## config.mk

```make
export PLATFORM = sky130hd
export DESIGN_NAME = number_to_english_words
export DESIGN_NICKNAME = d
export VERILOG_FILES = /design/src/rtl/ntew_pkg.sv /design/src/rtl/ntew_split.sv /design/src/rtl/ntew_digits.sv /design/src/rtl/ntew_tokens.sv /design/src/rtl/ntew_emit.sv /design/src/rtl/number_to_english_words.sv
export SDC_FILE = /design/constraint.sdc
export NUM_CORES = 2
export LEC_CHECK = 0
export BUFFER_PORTS_ARGS = -buffer_cell sky130_fd_sc_hd__buf_2
export CORE_UTILIZATION = 45
export CTS_BUF_LIST = sky130_fd_sc_hd__clkbuf_8
export DETAILED_ROUTE_END_ITERATION = 12
export SYNTH_ARGS = -nofsm -noshare
export SYNTH_HDL_FRONTEND = slang
export SYNTH_SLANG_ARGS = --single-unit
```

## constraint.sdc

```tcl
create_clock -name clock -period 6.34 [get_ports clock]
set_input_delay 0.634 -clock clock [delete_from_list [all_inputs] [get_ports clock]]
set_output_delay 0.634 -clock clock [all_outputs]
set_load 0.1 [all_outputs]
```

## src/rtl/ntew_pkg.sv

```systemverilog
package ntew_pkg;

   // field widths
   localparam int unsigned VALUE_W    = 30;
   localparam int unsigned REM_W      = 20;
   localparam int unsigned GROUP_W    = 10;
   localparam int unsigned LOW_W      = 7;
   localparam int unsigned DIGIT_W    = 4;
   localparam int unsigned WORD_W     = 5;
   localparam int unsigned MAX_TOKENS = 17;
   localparam int unsigned CNT_W      = 5;
   localparam int unsigned LIST_W     = MAX_TOKENS * WORD_W;

   // input range bound
   localparam logic [VALUE_W-1:0] VALUE_MAX = 30'd999999999;

   // group divisors
   localparam logic [VALUE_W-1:0] MILLION  = 30'd1000000;
   localparam logic [REM_W-1:0]   THOUSAND = 20'd1000;
   localparam logic [GROUP_W-1:0] HUNDRED  = 10'd100;
   localparam logic [LOW_W-1:0]   TEN      = 7'd10;
   localparam logic [LOW_W-1:0]   TWENTY   = 7'd20;

   // reciprocals for the constant divisions: floor(x * RECIP >> SHIFT)
   localparam logic [30:0]        MIL_RECIP = 31'd1125899907;
   localparam int unsigned        MIL_SHIFT = 50;
   localparam logic [20:0]        THO_RECIP = 21'd1073742;
   localparam int unsigned        THO_SHIFT = 30;
   localparam logic [GROUP_W-1:0] HUN_RECIP = 10'd656;
   localparam int unsigned        HUN_SHIFT = 16;
   localparam logic [LOW_W-1:0]   TEN_RECIP = 7'd103;
   localparam int unsigned        TEN_SHIFT = 10;

   // word codes
   localparam logic [WORD_W-1:0] TOK_ZERO     = 5'd0;
   localparam logic [WORD_W-1:0] TOK_TWENTY   = 5'd20;
   localparam logic [WORD_W-1:0] TOK_HUNDRED  = 5'd28;
   localparam logic [WORD_W-1:0] TOK_AND      = 5'd29;
   localparam logic [WORD_W-1:0] TOK_THOUSAND = 5'd30;
   localparam logic [WORD_W-1:0] TOK_MILLION  = 5'd31;

   // group positions
   localparam int unsigned GRP_UNI = 0;
   localparam int unsigned GRP_THO = 1;
   localparam int unsigned GRP_MIL = 2;

   typedef logic [2:0][GROUP_W-1:0] groups_type;

   typedef struct packed {
      logic [DIGIT_W-1:0] hun;
      logic [DIGIT_W-1:0] ten;
      logic [DIGIT_W-1:0] one;
      logic [LOW_W-1:0]   low;
   } digits_type;

   typedef digits_type [2:0] number_digits_type;

   typedef struct packed {
      logic [LIST_W-1:0] words;
      logic [CNT_W-1:0]  count;
   } token_list_type;

endpackage

```

## src/rtl/ntew_split.sv

```systemverilog
module ntew_split (
   input  logic                  clock,
   input  logic                  reset,
   input  logic                  in_valid,
   output logic                  in_ready,
   input  logic [29:0]           in_value,
   output logic                  out_valid,
   input  logic                  out_ready,
   output ntew_pkg::groups_type  out_groups
);

   localparam int unsigned NS = 5;

   logic [NS:1]   vld_ff;
   logic [NS:1]   vld_in;
   logic [NS+1:1] adv;

   logic [ntew_pkg::VALUE_W-1:0] n1_ff;
   logic [60:0]                  prod2_ff;
   logic [ntew_pkg::VALUE_W-1:0] n2_ff;
   logic [ntew_pkg::REM_W-1:0]   rem3_ff;
   logic [ntew_pkg::GROUP_W-1:0] mil3_ff;
   logic [40:0]                  prod4_ff;
   logic [ntew_pkg::REM_W-1:0]   rem4_ff;
   logic [ntew_pkg::GROUP_W-1:0] mil4_ff;
   ntew_pkg::groups_type         grp5_ff;

   logic [ntew_pkg::VALUE_W-1:0] n1_in;
   logic [ntew_pkg::GROUP_W-1:0] mil2;
   logic [ntew_pkg::VALUE_W-1:0] mil_prod;
   logic [ntew_pkg::VALUE_W-1:0] rem_full;
   logic [ntew_pkg::GROUP_W-1:0] tho4;
   logic [ntew_pkg::REM_W-1:0]   tho_prod;
   logic [ntew_pkg::REM_W-1:0]   uni_full;

   // stage advance chain, a stage moves when it is empty or the next one moves
   always_comb begin
      adv[NS+1] = out_ready;
      for (int k = NS; k >= 1; k--) begin
         adv[k] = !vld_ff[k] || adv[k+1];
      end
      vld_in = vld_ff;
      if (adv[1]) begin
         vld_in[1] = in_valid;
      end
      for (int k = 2; k <= NS; k++) begin
         if (adv[k]) begin
            vld_in[k] = vld_ff[k-1];
         end
      end
   end

   // saturate above the range bound
   assign n1_in = (in_value > ntew_pkg::VALUE_MAX) ? ntew_pkg::VALUE_MAX : in_value;

   // millions from the reciprocal product, then the remainder below a million
   assign mil2     = prod2_ff[ntew_pkg::MIL_SHIFT +: ntew_pkg::GROUP_W];
   assign mil_prod = ntew_pkg::VALUE_W'(mil2) * ntew_pkg::MILLION;
   assign rem_full = n2_ff - mil_prod;

   // thousands from the reciprocal product, then the units
   assign tho4     = prod4_ff[ntew_pkg::THO_SHIFT +: ntew_pkg::GROUP_W];
   assign tho_prod = ntew_pkg::REM_W'(tho4) * ntew_pkg::THOUSAND;
   assign uni_full = rem4_ff - tho_prod;

   always_ff @(posedge clock) begin
      if (reset) begin
         vld_ff <= '0;
      end else begin
         vld_ff <= vld_in;
      end
      if (adv[1]) begin
         n1_ff <= n1_in;
      end
      if (adv[2]) begin
         prod2_ff <= 61'(n1_ff) * 61'(ntew_pkg::MIL_RECIP);
         n2_ff    <= n1_ff;
      end
      if (adv[3]) begin
         rem3_ff <= rem_full[ntew_pkg::REM_W-1:0];
         mil3_ff <= mil2;
      end
      if (adv[4]) begin
         prod4_ff <= 41'(rem3_ff) * 41'(ntew_pkg::THO_RECIP);
         rem4_ff  <= rem3_ff;
         mil4_ff  <= mil3_ff;
      end
      if (adv[5]) begin
         grp5_ff[ntew_pkg::GRP_MIL] <= mil4_ff;
         grp5_ff[ntew_pkg::GRP_THO] <= tho4;
         grp5_ff[ntew_pkg::GRP_UNI] <= uni_full[ntew_pkg::GROUP_W-1:0];
      end
   end

   assign in_ready   = adv[1];
   assign out_valid  = vld_ff[NS];
   assign out_groups = grp5_ff;

   // every group stays below a thousand
   a_group_range: assert property (@(posedge clock) disable iff (reset)
      vld_ff[NS] |-> (grp5_ff[ntew_pkg::GRP_MIL] < 10'd1000 &&
                      grp5_ff[ntew_pkg::GRP_THO] < 10'd1000 &&
                      grp5_ff[ntew_pkg::GRP_UNI] < 10'd1000))
      else $error("group out of range");

   // a held output stage keeps its data
   a_hold: assert property (@(posedge clock) disable iff (reset)
      vld_ff[NS] && !out_ready |=> vld_ff[NS] && $stable(grp5_ff))
      else $error("stalled group lost");

   // the remainder below a million is in range
   a_rem_range: assert property (@(posedge clock) disable iff (reset)
      vld_ff[3] |-> rem3_ff < 20'd1000000)
      else $error("million remainder out of range");

endmodule

```

## src/rtl/ntew_digits.sv

```systemverilog
module ntew_digits (
   input  logic                         clock,
   input  logic                         reset,
   input  logic                         in_valid,
   output logic                         in_ready,
   input  ntew_pkg::groups_type         in_groups,
   output logic                         out_valid,
   input  logic                         out_ready,
   output ntew_pkg::number_digits_type  out_digits
);

   localparam int unsigned NS = 4;

   logic [NS:1]   vld_ff;
   logic [NS:1]   vld_in;
   logic [NS+1:1] adv;

   logic [2:0][19:0]                      hp1_ff;
   logic [2:0][ntew_pkg::GROUP_W-1:0]     g1_ff;
   logic [2:0][ntew_pkg::DIGIT_W-1:0]     h2_ff;
   logic [2:0][ntew_pkg::LOW_W-1:0]       r2_ff;
   logic [2:0][13:0]                      tp3_ff;
   logic [2:0][ntew_pkg::DIGIT_W-1:0]     h3_ff;
   logic [2:0][ntew_pkg::LOW_W-1:0]       r3_ff;
   ntew_pkg::number_digits_type           dig4_ff;

   logic [2:0][ntew_pkg::DIGIT_W-1:0]     h_in;
   logic [2:0][ntew_pkg::GROUP_W-1:0]     r_full;
   logic [2:0][ntew_pkg::DIGIT_W-1:0]     t_in;
   logic [2:0][ntew_pkg::LOW_W-1:0]       o_full;

   // stage advance chain
   always_comb begin
      adv[NS+1] = out_ready;
      for (int k = NS; k >= 1; k--) begin
         adv[k] = !vld_ff[k] || adv[k+1];
      end
      vld_in = vld_ff;
      if (adv[1]) begin
         vld_in[1] = in_valid;
      end
      for (int k = 2; k <= NS; k++) begin
         if (adv[k]) begin
            vld_in[k] = vld_ff[k-1];
         end
      end
   end

   // hundreds digit and low part, then tens and ones of the low part
   always_comb begin
      for (int g = 0; g < 3; g++) begin
         h_in[g]   = hp1_ff[g][ntew_pkg::HUN_SHIFT +: ntew_pkg::DIGIT_W];
         r_full[g] = g1_ff[g] - ntew_pkg::GROUP_W'(h_in[g]) * ntew_pkg::HUNDRED;
         t_in[g]   = tp3_ff[g][ntew_pkg::TEN_SHIFT +: ntew_pkg::DIGIT_W];
         o_full[g] = r3_ff[g] - ntew_pkg::LOW_W'(t_in[g]) * ntew_pkg::TEN;
      end
   end

   always_ff @(posedge clock) begin
      if (reset) begin
         vld_ff <= '0;
      end else begin
         vld_ff <= vld_in;
      end
      for (int g = 0; g < 3; g++) begin
         if (adv[1]) begin
            hp1_ff[g] <= 20'(in_groups[g]) * 20'(ntew_pkg::HUN_RECIP);
            g1_ff[g]  <= in_groups[g];
         end
         if (adv[2]) begin
            h2_ff[g] <= h_in[g];
            r2_ff[g] <= r_full[g][ntew_pkg::LOW_W-1:0];
         end
         if (adv[3]) begin
            tp3_ff[g] <= 14'(r2_ff[g]) * 14'(ntew_pkg::TEN_RECIP);
            h3_ff[g]  <= h2_ff[g];
            r3_ff[g]  <= r2_ff[g];
         end
         if (adv[4]) begin
            dig4_ff[g].hun <= h3_ff[g];
            dig4_ff[g].ten <= t_in[g];
            dig4_ff[g].one <= o_full[g][ntew_pkg::DIGIT_W-1:0];
            dig4_ff[g].low <= r3_ff[g];
         end
      end
   end

   assign in_ready   = adv[1];
   assign out_valid  = vld_ff[NS];
   assign out_digits = dig4_ff;

   // every digit of the units group is below ten
   a_digits_low: assert property (@(posedge clock) disable iff (reset)
      vld_ff[NS] |-> (dig4_ff[ntew_pkg::GRP_UNI].ten < 4'd10 &&
                      dig4_ff[ntew_pkg::GRP_UNI].one < 4'd10 &&
                      dig4_ff[ntew_pkg::GRP_UNI].hun < 4'd10))
      else $error("units digit out of range");

   // low part below a hundred
   a_low_range: assert property (@(posedge clock) disable iff (reset)
      vld_ff[2] |-> (r2_ff[0] < 7'd100 && r2_ff[1] < 7'd100 && r2_ff[2] < 7'd100))
      else $error("low part out of range");

   // a held output stage keeps its data
   a_hold: assert property (@(posedge clock) disable iff (reset)
      vld_ff[NS] && !out_ready |=> vld_ff[NS] && $stable(dig4_ff))
      else $error("stalled digits lost");

endmodule

```

## src/rtl/ntew_tokens.sv

```systemverilog
module ntew_tokens (
   input  logic                         clock,
   input  logic                         reset,
   input  logic                         in_valid,
   output logic                         in_ready,
   input  ntew_pkg::number_digits_type  in_digits,
   output logic                         out_valid,
   input  logic                         out_ready,
   output ntew_pkg::token_list_type     out_list
);

   localparam int unsigned NS = 2;

   typedef struct packed {
      logic [29:0] words;
      logic [2:0]  len;
   } group_list_type;

   logic [NS:1]   vld_ff;
   logic [NS:1]   vld_in;
   logic [NS+1:1] adv;

   group_list_type [2:0]      lst1_ff;
   group_list_type [2:0]      lst1_in;
   ntew_pkg::token_list_type  list2_ff;
   ntew_pkg::token_list_type  list2_in;

   logic [6:0] shift_tho;
   logic [6:0] shift_uni;

   // add one word at the end of a group list
   function automatic group_list_type append(group_list_type lst,
                                             logic [ntew_pkg::WORD_W-1:0] tok);
      group_list_type res;
      res       = lst;
      res.words = lst.words | (30'(tok) << (5 * lst.len));
      res.len   = lst.len + 3'd1;
      return res;
   endfunction

   // words of one group of three digits, with its scale word when it has one and is not zero
   function automatic group_list_type build_group(ntew_pkg::digits_type d,
                                                  logic has_scale,
                                                  logic [ntew_pkg::WORD_W-1:0] scale);
      group_list_type res;
      res = '0;
      if (d.hun != '0) begin
         res = append(res, ntew_pkg::WORD_W'(d.hun));
         res = append(res, ntew_pkg::TOK_HUNDRED);
         if (d.low != '0) begin
            res = append(res, ntew_pkg::TOK_AND);
         end
      end
      if (d.low != '0) begin
         if (d.low <= ntew_pkg::TWENTY) begin
            res = append(res, ntew_pkg::WORD_W'(d.low));
         end else begin
            res = append(res, ntew_pkg::TOK_TWENTY + ntew_pkg::WORD_W'(d.ten) - 5'd2);
            if (d.one != '0) begin
               res = append(res, ntew_pkg::WORD_W'(d.one));
            end
         end
      end
      if (has_scale && (d.hun != '0 || d.low != '0)) begin
         res = append(res, scale);
      end
      return res;
   endfunction

   // stage advance chain
   always_comb begin
      adv[NS+1] = out_ready;
      for (int k = NS; k >= 1; k--) begin
         adv[k] = !vld_ff[k] || adv[k+1];
      end
      vld_in = vld_ff;
      if (adv[1]) begin
         vld_in[1] = in_valid;
      end
      for (int k = 2; k <= NS; k++) begin
         if (adv[k]) begin
            vld_in[k] = vld_ff[k-1];
         end
      end
   end

   // one list per group
   always_comb begin
      lst1_in[ntew_pkg::GRP_MIL] = build_group(in_digits[ntew_pkg::GRP_MIL], 1'b1,
                                               ntew_pkg::TOK_MILLION);
      lst1_in[ntew_pkg::GRP_THO] = build_group(in_digits[ntew_pkg::GRP_THO], 1'b1,
                                               ntew_pkg::TOK_THOUSAND);
      lst1_in[ntew_pkg::GRP_UNI] = build_group(in_digits[ntew_pkg::GRP_UNI], 1'b0,
                                               ntew_pkg::TOK_ZERO);
   end

   // join the three lists, an empty number reads as zero
   assign shift_tho = 7'(5 * lst1_ff[ntew_pkg::GRP_MIL].len);
   assign shift_uni = 7'(5 * (4'(lst1_ff[ntew_pkg::GRP_MIL].len) +
                              4'(lst1_ff[ntew_pkg::GRP_THO].len)));

   always_comb begin
      list2_in.words = ntew_pkg::LIST_W'(lst1_ff[ntew_pkg::GRP_MIL].words) |
                       (ntew_pkg::LIST_W'(lst1_ff[ntew_pkg::GRP_THO].words) << shift_tho) |
                       (ntew_pkg::LIST_W'(lst1_ff[ntew_pkg::GRP_UNI].words) << shift_uni);
      list2_in.count = ntew_pkg::CNT_W'(lst1_ff[ntew_pkg::GRP_MIL].len) +
                       ntew_pkg::CNT_W'(lst1_ff[ntew_pkg::GRP_THO].len) +
                       ntew_pkg::CNT_W'(lst1_ff[ntew_pkg::GRP_UNI].len);
      if (list2_in.count == '0) begin
         list2_in.words = ntew_pkg::LIST_W'(ntew_pkg::TOK_ZERO);
         list2_in.count = ntew_pkg::CNT_W'(1);
      end
   end

   always_ff @(posedge clock) begin
      if (reset) begin
         vld_ff <= '0;
      end else begin
         vld_ff <= vld_in;
      end
      if (adv[1]) begin
         lst1_ff <= lst1_in;
      end
      if (adv[2]) begin
         list2_ff <= list2_in;
      end
   end

   assign in_ready  = adv[1];
   assign out_valid = vld_ff[NS];
   assign out_list  = list2_ff;

   // word count of a number is one to seventeen
   a_count_range: assert property (@(posedge clock) disable iff (reset)
      vld_ff[NS] |-> (list2_ff.count != '0 && list2_ff.count <= 5'd17))
      else $error("word count out of range");

   // a group list holds at most six words
   a_group_len: assert property (@(posedge clock) disable iff (reset)
      vld_ff[1] |-> (lst1_ff[0].len <= 3'd5 && lst1_ff[1].len <= 3'd6 &&
                     lst1_ff[2].len <= 3'd6))
      else $error("group list too long");

   // a held output stage keeps its data
   a_hold: assert property (@(posedge clock) disable iff (reset)
      vld_ff[NS] && !out_ready |=> vld_ff[NS] && $stable(list2_ff))
      else $error("stalled list lost");

endmodule

```

## src/rtl/ntew_emit.sv

```systemverilog
module ntew_emit (
   input  logic                                clock,
   input  logic                                reset,
   input  logic                                in_valid,
   output logic                                in_ready,
   input  ntew_pkg::token_list_type            in_list,
   output logic                                out_valid,
   input  logic                                out_ready,
   output logic [ntew_pkg::WORD_W-1:0]         out_word,
   output logic                                out_last
);

   logic                         buf_vld_ff;
   logic [ntew_pkg::LIST_W-1:0]  buf_words_ff;
   logic [ntew_pkg::CNT_W-1:0]   left_ff;
   logic                         out_vld_ff;
   logic [ntew_pkg::WORD_W-1:0]  out_word_ff;
   logic                         out_last_ff;

   logic out_free;
   logic send;
   logic send_last;
   logic load;

   // output register takes a word when empty or being taken
   assign out_free  = !out_vld_ff || out_ready;
   assign send      = buf_vld_ff && out_free;
   assign send_last = send && (left_ff == ntew_pkg::CNT_W'(1));
   assign in_ready  = !buf_vld_ff || send_last;
   assign load      = in_valid && in_ready;

   // word buffer shifts one word out per cycle while the output register is free
   always_ff @(posedge clock) begin
      if (reset) begin
         buf_vld_ff <= 1'b0;
         out_vld_ff <= 1'b0;
      end else begin
         if (load) begin
            buf_vld_ff <= 1'b1;
         end else if (send_last) begin
            buf_vld_ff <= 1'b0;
         end
         if (out_free) begin
            out_vld_ff <= buf_vld_ff;
         end
      end
      if (send) begin
         out_word_ff <= buf_words_ff[ntew_pkg::WORD_W-1:0];
         out_last_ff <= (left_ff == ntew_pkg::CNT_W'(1));
      end
      // a new list replaces the one whose final word goes out
      if (load) begin
         buf_words_ff <= in_list.words;
         left_ff      <= in_list.count;
      end else if (send) begin
         buf_words_ff <= buf_words_ff >> ntew_pkg::WORD_W;
         left_ff      <= left_ff - ntew_pkg::CNT_W'(1);
      end
   end

   assign out_valid = out_vld_ff;
   assign out_word  = out_word_ff;
   assign out_last  = out_last_ff;

   // a live buffer always has words left
   a_left_range: assert property (@(posedge clock) disable iff (reset)
      buf_vld_ff |-> (left_ff != '0 && left_ff <= 5'd17))
      else $error("buffer count out of range");

   // the buffer stays live until its final word is sent
   a_keep_buf: assert property (@(posedge clock) disable iff (reset)
      send && !send_last |=> buf_vld_ff)
      else $error("buffer dropped early");

   // the last flag follows the final word of the buffer
   a_last_flag: assert property (@(posedge clock) disable iff (reset)
      send |=> out_vld_ff && (out_last_ff == $past(left_ff == 5'd1)))
      else $error("last flag wrong");

endmodule

```

## src/rtl/number_to_english_words.sv

```systemverilog
// channel | dir | handshake            | contents
// req     | in  | req_tvalid/tready    | tdata[29:0] value, upper bits zero
// rsp     | out | rsp_tvalid/tready    | tdata[4:0] word, upper bits zero; tlast last
//
// a number enters every cycle while the input side is free; the result side gives
// one word a cycle while rsp_tready is high, so a number of n words (1..17) holds
// that side until its last word is taken; on the way a number passes five stages of
// group split, four of digit split, two of word list building, buffer and output
// reset clears the valid bits of every stage; data registers are not reset
// a stall on the result side backs up stage by stage, nothing is lost or repeated
module number_to_english_words (
   input  logic        clock,
   input  logic        reset,
   input  logic        req_tvalid,
   output logic        req_tready,
   input  logic [31:0] req_tdata,   // [29:0] value
   output logic        rsp_tvalid,
   input  logic        rsp_tready,
   output logic [7:0]  rsp_tdata,   // [4:0] word
   output logic        rsp_tlast
);

   ntew_pkg::groups_type         groups;
   ntew_pkg::number_digits_type  digits;
   ntew_pkg::token_list_type     list;

   logic split_valid;
   logic digits_ready;
   logic digits_valid;
   logic tokens_ready;
   logic tokens_valid;
   logic emit_ready;

   logic [ntew_pkg::WORD_W-1:0] word;

   // value into million, thousand and unit groups
   ntew_split u_split (
      .clock      (clock),
      .reset      (reset),
      .in_valid   (req_tvalid),
      .in_ready   (req_tready),
      .in_value   (req_tdata[ntew_pkg::VALUE_W-1:0]),
      .out_valid  (split_valid),
      .out_ready  (digits_ready),
      .out_groups (groups)
   );

   // each group into its digits
   ntew_digits u_digits (
      .clock      (clock),
      .reset      (reset),
      .in_valid   (split_valid),
      .in_ready   (digits_ready),
      .in_groups  (groups),
      .out_valid  (digits_valid),
      .out_ready  (tokens_ready),
      .out_digits (digits)
   );

   // digits into a list of words
   ntew_tokens u_tokens (
      .clock     (clock),
      .reset     (reset),
      .in_valid  (digits_valid),
      .in_ready  (tokens_ready),
      .in_digits (digits),
      .out_valid (tokens_valid),
      .out_ready (emit_ready),
      .out_list  (list)
   );

   // list out one word a cycle while the output side is free
   ntew_emit u_emit (
      .clock     (clock),
      .reset     (reset),
      .in_valid  (tokens_valid),
      .in_ready  (emit_ready),
      .in_list   (list),
      .out_valid (rsp_tvalid),
      .out_ready (rsp_tready),
      .out_word  (word),
      .out_last  (rsp_tlast)
   );

   assign rsp_tdata = {3'b000, word};

endmodule
```

**Yosys cells after proc, flatten, opt, wreduce, memory -nomap -nowiden**

Index checks and enable logic that the tools add are counted.

- Output and inout port bits: 11
- Bits in read-only memories: 0
- Register bits after elaboration: 761
- Bits in writable memories: 0
- Logic and storage cells: 218
- Bits of input ports: 36
- Memories kept: 0
- Bits in latches: 0

- Reductions and logical operators: 43
- Shift operators: 13
- Bitwise gates (word level): 13
- $add $sub $neg: 26
- Multiply operators: 26
- Divide/modulo/power cells: 0
- Muxes and demuxes: 23
- Eq/ne operators: 1
- Magnitude comparators: 4

Operator list:

| operator | count |
|---|---|
| $mux W33 | 13 |
| $or A30 B30 Y30 | 11 |
| $shl A5 B6 Y30 | 6 |
| $mux W85 | 2 |
| $shl A4 B6 Y30 | 3 |
| $or A30 B85 Y85 | 1 |
| $or A85 B85 Y85 | 1 |
| $shl A30 B6 Y85 | 1 |
| $shl A30 B7 Y85 | 1 |
| $mux W18 | 4 |
| $mul A30 B31 Y60 const B | 1 |
| $shl A5 B6 Y30 const A | 2 |
| $mul A3 B3 Y6 const A | 9 |
| $mul A10 B6 Y16 const B | 3 |
| $mul A7 B7 Y14 const B | 3 |
| $mul A20 B20 Y39 const B | 1 |
| $mul A3 B32 Y7 const A | 1 |
| $gt A30 B30 Y1 const B | 1 |
| $add A3 B1 Y3 const B | 8 |
| $reduce_bool A4 Y1 | 6 |
| $le A7 B5 Y1 const B | 3 |
| $reduce_bool A7 Y1 | 3 |
| $sub A7 B7 Y7 | 3 |
| $sub A20 B20 Y20 | 1 |
| other kinds (19) | 61 |

**Depth between registers and ports, before layout**

- Depth after elaboration: 16
- Mapped depth: 26
- Mapped depth without buffers: 26

**Hierarchy**

Synthesis repeated with hierarchy kept, for this count alone.

- Cell total of the unflattened synthesis: 4604
- Area, all modules: 54413.4 µm²

Modules (own cells, without submodules):

| module | area an instance (µm²) | instances | cells each |
|---|---|---|---|
| ntew_split | 24863.8 | 1 | 2203 |
| ntew_tokens | 14751.6 | 1 | 1450 |
| ntew_digits | 10443.8 | 1 | 729 |
| ntew_emit | 4327.9 | 1 | 218 |
| number_to_english_words | 26.3 | 1 | 4 |

**Worst setup path after synthesis**

Ideal clock, no wire load.

- Path type: reg-to-reg
- Start point: reg u_split.n1_ff[4] (netlist name)
- End point: reg u_split.prod2_ff[57] (data pin)
- Cell stages (with the launch flop): 25
- Buffers on the path: 0
- Required time: 6.082 ns
- Slack: -0.399 ns
- Arrival time: 6.481 ns
- Cells stage by stage: edfxtp_1 inv_1 fa_1 inv_1 fa_1 inv_1 fa_1 fa_1 inv_1 fa_1 fa_1 fa_1 inv_1 fa_1 inv_1 ha_1 nand2_1 o211ai_1 a311oi_1 or3_1 a31oi_1 o31ai_1 a21oi_1 a21oi_1 xnor2_1

- Cells in the longest elaborated chain, start to end: 1

RTL lines:

| element | line | source |
|---|---|---|
| start: declaration | ntew_split.sv:18 | `logic [ntew_pkg::VALUE_W-1:0] n1_ff;` |
| start signal: assignment | ntew_split.sv:73 | `n1_ff <= n1_in;` |
| $mul A30 B31 Y60 | ntew_split.sv:76 | `prod2_ff <= 61'(n1_ff) * 61'(ntew_pkg::MIL_RECIP);` |
| end signal: assignment | ntew_split.sv:76 |  |
| end: declaration | ntew_split.sv:19 | `logic [60:0] prod2_ff;` |

Every way passes these cells.
A chain may end at the register's enable or synchronous reset.

**Worst setup path after layout**

Ends and elaborated chain as after synthesis.

==> flow_summary_export.csv <==
group,metric,value,unit
outcome,outcome,"finished with violations",
outcome,violations,"negative setup slack",
synthesis,syn_avg_cell_area,11.47,sq um
sta,setup_slack,-0.3307,ns
global_routing,grt_usage,0.2225,
synthesis,synthCells,4577,
synthesis,synth_edf_count,598,
hold_path,worst_hold_startpoint,"req_tdata[27]",
worst_setup_path,critPathMostFrequentCell,"fa_1",
drt,drt_pass1_iterations,7,
worst_setup_path,critPathLaunch,"u_split.n1_ff[4]$_SDFFCE_PN1P_",
global_routing,grt_max_degree,86,
final_layout,final_net_count,6175,
worst_setup_path,arrival,7.20,ns
drt,drc_errors,0,
cts,clk_pin_slew_worst_paths,0.08,ns
synthesis,synth_ff_type,"edfxtp_1",
worst_setup_path,worstPathCellList,"inv_2 > fa_2 > fa_1 > inv_1 > fa_1 > inv_1 > fa_1 > inv_1 > fa_1 > fa_2 > fa_1 > inv_1 > fa_1 > inv_2 > ha_4 > a21oi_2 > o211ai_1 > a311oi_2 > or3_4 > a31oi_4 > o31ai_4 > a21oi_2 > a21oi_2 > xnor2_1",
final_layout,layoutNonFillerInstCount,6469,
worst_setup_path,critPathRequiredTime,6.87,ns
die,die_area,0.1180,sq mm
drt,viasPerCell,5.185,
worst_setup_path,cp_max_fo,2,
sta,finalHoldViolCount,0,
final_layout,drive_gt1_frac,0.1499,
cts,clock_path_buffers,3,
place,dpl.hpwl,104.7,mm
final_layout,syn_to_final_growth,11.98,%
global_routing,antenna_found_initial,2,
synthesis,synth_area,0.05249,sq mm
place,dpl_cell_area,0.05597,sq mm
sta,rsz0062_at_grt,"true",
cts,cts_tree,"done",
cts,ctsHoldBuffers,0,
hold_path,hp-class,"in -> reg",
sta,maxSlewViolCount,0,
sta,fmax,0.1499,GHz
drt,wl_per_cell,19.73,um
die,fp.dieW,343.5,um
cts,h-tree-depth,3,
worst_setup_path,startpoint_type,"flop",
synthesis,ys_async_sr_fraction,0,
place,io_buffers,41,
global_routing,grt_pass1_wl,200.2,mm
place,gp_congestion,1.031,
final_layout,stdcell_area,0.05878,sq mm
drt,detailedRoute.firstIterationViolations,1871,
synthesis,ys_seq_elements,611,
sta,post-route-period-util,1.052,
synthesis,yosys_warnings,0,
worst_setup_path,path_class,"reg -> reg",
drt,vias,33542,
die,dieHeight,343.5,um
worst_setup_path,r2r-start,"u_split.n1_ff[4]$_SDFFCE_PN1P_",
worst_setup_path,cpPeakStageDelay,0.52,ns
worst_setup_path,worst_path_dominant_cell_family,"adder cells",
drt,drtAntennaViolNets,0,
sta,maxSlewHeadroom,0.2213,
worst_setup_path,worst_path_max_delay_cell,"fa_1",
sta,min_period,6.671,ns
global_routing,grt_overflow,0,
die,io_pins,47,
global_routing,grt_pass1_vias,35529,
die,initial_utilization,0.4566,
die,core_area,0.1150,sq mm
synthesis,yosysSeqAreaShare,0.3471,
job,maxCapViolCount,0,
cts,clock_sinks,611,
cts,clock_latency,0.81,ns
sta,fin_skew,0.06915,ns
place,place_ws,-0.6233,ns
cts,numCtsBuffers,104,
sta,finalSetupViolCount,10,
sta,worst_pin_slew,1.164,ns
worst_setup_path,end_kind,"flop",
drt,totalWireLength,127.6,mm
place,dp.cells,6267,
worst_setup_path,critPathBufInv,6,
synthesis,synth_cell_types,86,
cts,cts_root_buf,"clkbuf_8",
die,rows,124,
[routing by layer]
| metal | wire, um | track usage | part of all wire |
|---|---|---|---|
| met5 | 13 | 0 | 0.00010 |
| met4 | 4970 | 0.08639 | 0.039 |
| met3 | 4648 | 0.02990 | 0.036 |
| met2 | 65320 | 0.4017 | 0.51 |
| met1 | 52660 | 0.2672 | 0.41 |
[cells in the final DEF (no fill, tap or decap), types with 55 or more instances in the layout]
cell,Yosys,final
mux2_2,101,101
inv_1,974,967
ha_1,815,781
edfxtp_1,598,598
mux2i_1,65,65
nand2_1,207,203
nor2_1,264,260
fa_1,450,424
xnor2_1,94,93
a21oi_1,160,149
o21ai_0,110,104
a21o_1,55,55
clkbuf_8,0,104
buf_4,6,239
[registers in the layout (all words and copies together), names as in the netlist, 10 cells and up]
name / cells
u_tokens.lst1_ff: 97
u_tokens.out_list: 90
u_emit.buf_words_ff: 85
u_digits.out_digits: 54
u_split.n1_ff: 30
u_split.out_groups: 30
u_digits.g1_ff: 21
u_digits.r2_ff: 21
u_digits.r3_ff: 21
u_split.n2_ff: 20
u_split.rem3_ff: 20
u_digits.h2_ff: 12
u_digits.h3_ff: 12
u_digits.h_in: 12
u_digits.t_in: 12
u_split.mil3_ff: 10
u_split.mil4_ff: 10
u_split.prod2_ff: 10
u_split.prod4_ff: 10
u_split.rem4_ff: 10
[cells in the mapped netlist, drive strengths merged (11+ instances only)]
library cell	instances	share of area
xnor2	94	0.016
o22ai	25	0.0030
a222oi	14	0.0027
ha	815	0.19
nand3	39	0.0037
nor3	31	0.0030
a211oi	22	0.0031
mux2	103	0.022
fa	450	0.17
buf	50	0.0057
dfxtp	13	0.0050
and2	24	0.0029
nand4	16	0.0019
a21o	55	0.0079
edfxtp	598	0.34
a22oi	21	0.0031
o21ai	121	0.012
a31o	11	0.0018
inv	975	0.070
o21bai	17	0.0024
clkbuf	54	0.0040
nor2b	29	0.0035
mux4	40	0.018
nor2	266	0.019
and3	24	0.0031
xor2	42	0.0072
nand2b	19	0.0023
or2	29	0.0035
o211ai	11	0.0016
a21oi	162	0.016
a221oi	30	0.0051
mux2i	66	0.013
nand2	207	0.015
[area by class of cell]
cell class	count	area [sq um]
fill	10152	56190
multi-input combinational	2891	30850
sequential	611	18220
inverter	975	3661
timing repair buffer	291	2123
tap	1512	1892
clock buffer	104	1431
clock inverter	84	603.1
antenna	1	2.502
[logic make-up (layout without fill, tap and decap cells)]
logic type	Yosys count	in the layout	synth area share
AND/OR/NAND/NOR	713	713	0.06167
buffers and inverters	1079	1454	0.07945
flip-flops	611	611	0.3471
adder cells (fa/ha/maj)	1265	1265	0.3659
XOR/XNOR	136	136	0.02284
other	1	6	0.00007144
AO/OA/AOI/OAI	563	563	0.06987
multiplexers	209	209	0.05316
[final timing paths]
| path | to | slack (ns) | cells after the start |
|---|---|---|---|
| min reg2reg | u_split.out_groups[29]$_DFFE_PP_ | 0.38 | 0 |
| min | u_split.n1_ff[27]$_SDFFCE_PN1P_ | 0.09 | 1 |
| max | u_split.prod2_ff[57]$_DFFE_PP_ | -0.33 | 24 |
| max reg2reg | u_split.prod2_ff[57]$_DFFE_PP_ | -0.33 | 24 |
[worst reg2reg max path: stages (launching register included)]
cell,delay [ns]
edfxtp_1,0.43
inv_2,0.10
fa_2,0.47
fa_1,0.51
inv_1,0.05
fa_1,0.47
inv_1,0.05
fa_1,0.49
inv_1,0.05
fa_1,0.52
fa_2,0.44
fa_1,0.49
inv_1,0.05
fa_1,0.49
inv_2,0.05
ha_4,0.27
a21oi_2,0.05
o211ai_1,0.22
a311oi_2,0.14
or3_4,0.37
a31oi_4,0.23
o31ai_4,0.09
a21oi_2,0.20
a21oi_2,0.07
xnor2_1,0.12
[timing repair]
item / in CTS / in global routing
endpoints found under the setup margin: 10 / 12
gates cloned: 0 / 0
setup buffers: 6 / 8
gates resized for setup: 87 / 49
pin swaps: 58 / 49
[stage by stage]
| stage | setup TNS, ns | util | hold slack (ns) |
|---|---|---|---|
| 2_1_floorplan | -0.3598 | - | 0.4003 |
| 3_3_place_gp | -3.763 | 0.4869 | 0.4004 |
| 3_5_place_dp | -4.757 | 0.4869 | 0.4045 |
| 4_1_cts | -2.174 | 0.5089 | 0.001859 |
| 5_1_grt | -4.565 | 0.5113 | 0.02763 |
| 6_report | -2.354 | 0.5113 | 0.08647 |
Power is not shown: default switching activity piles up to over one toggle a cycle in this logic, so the estimate is an artifact.
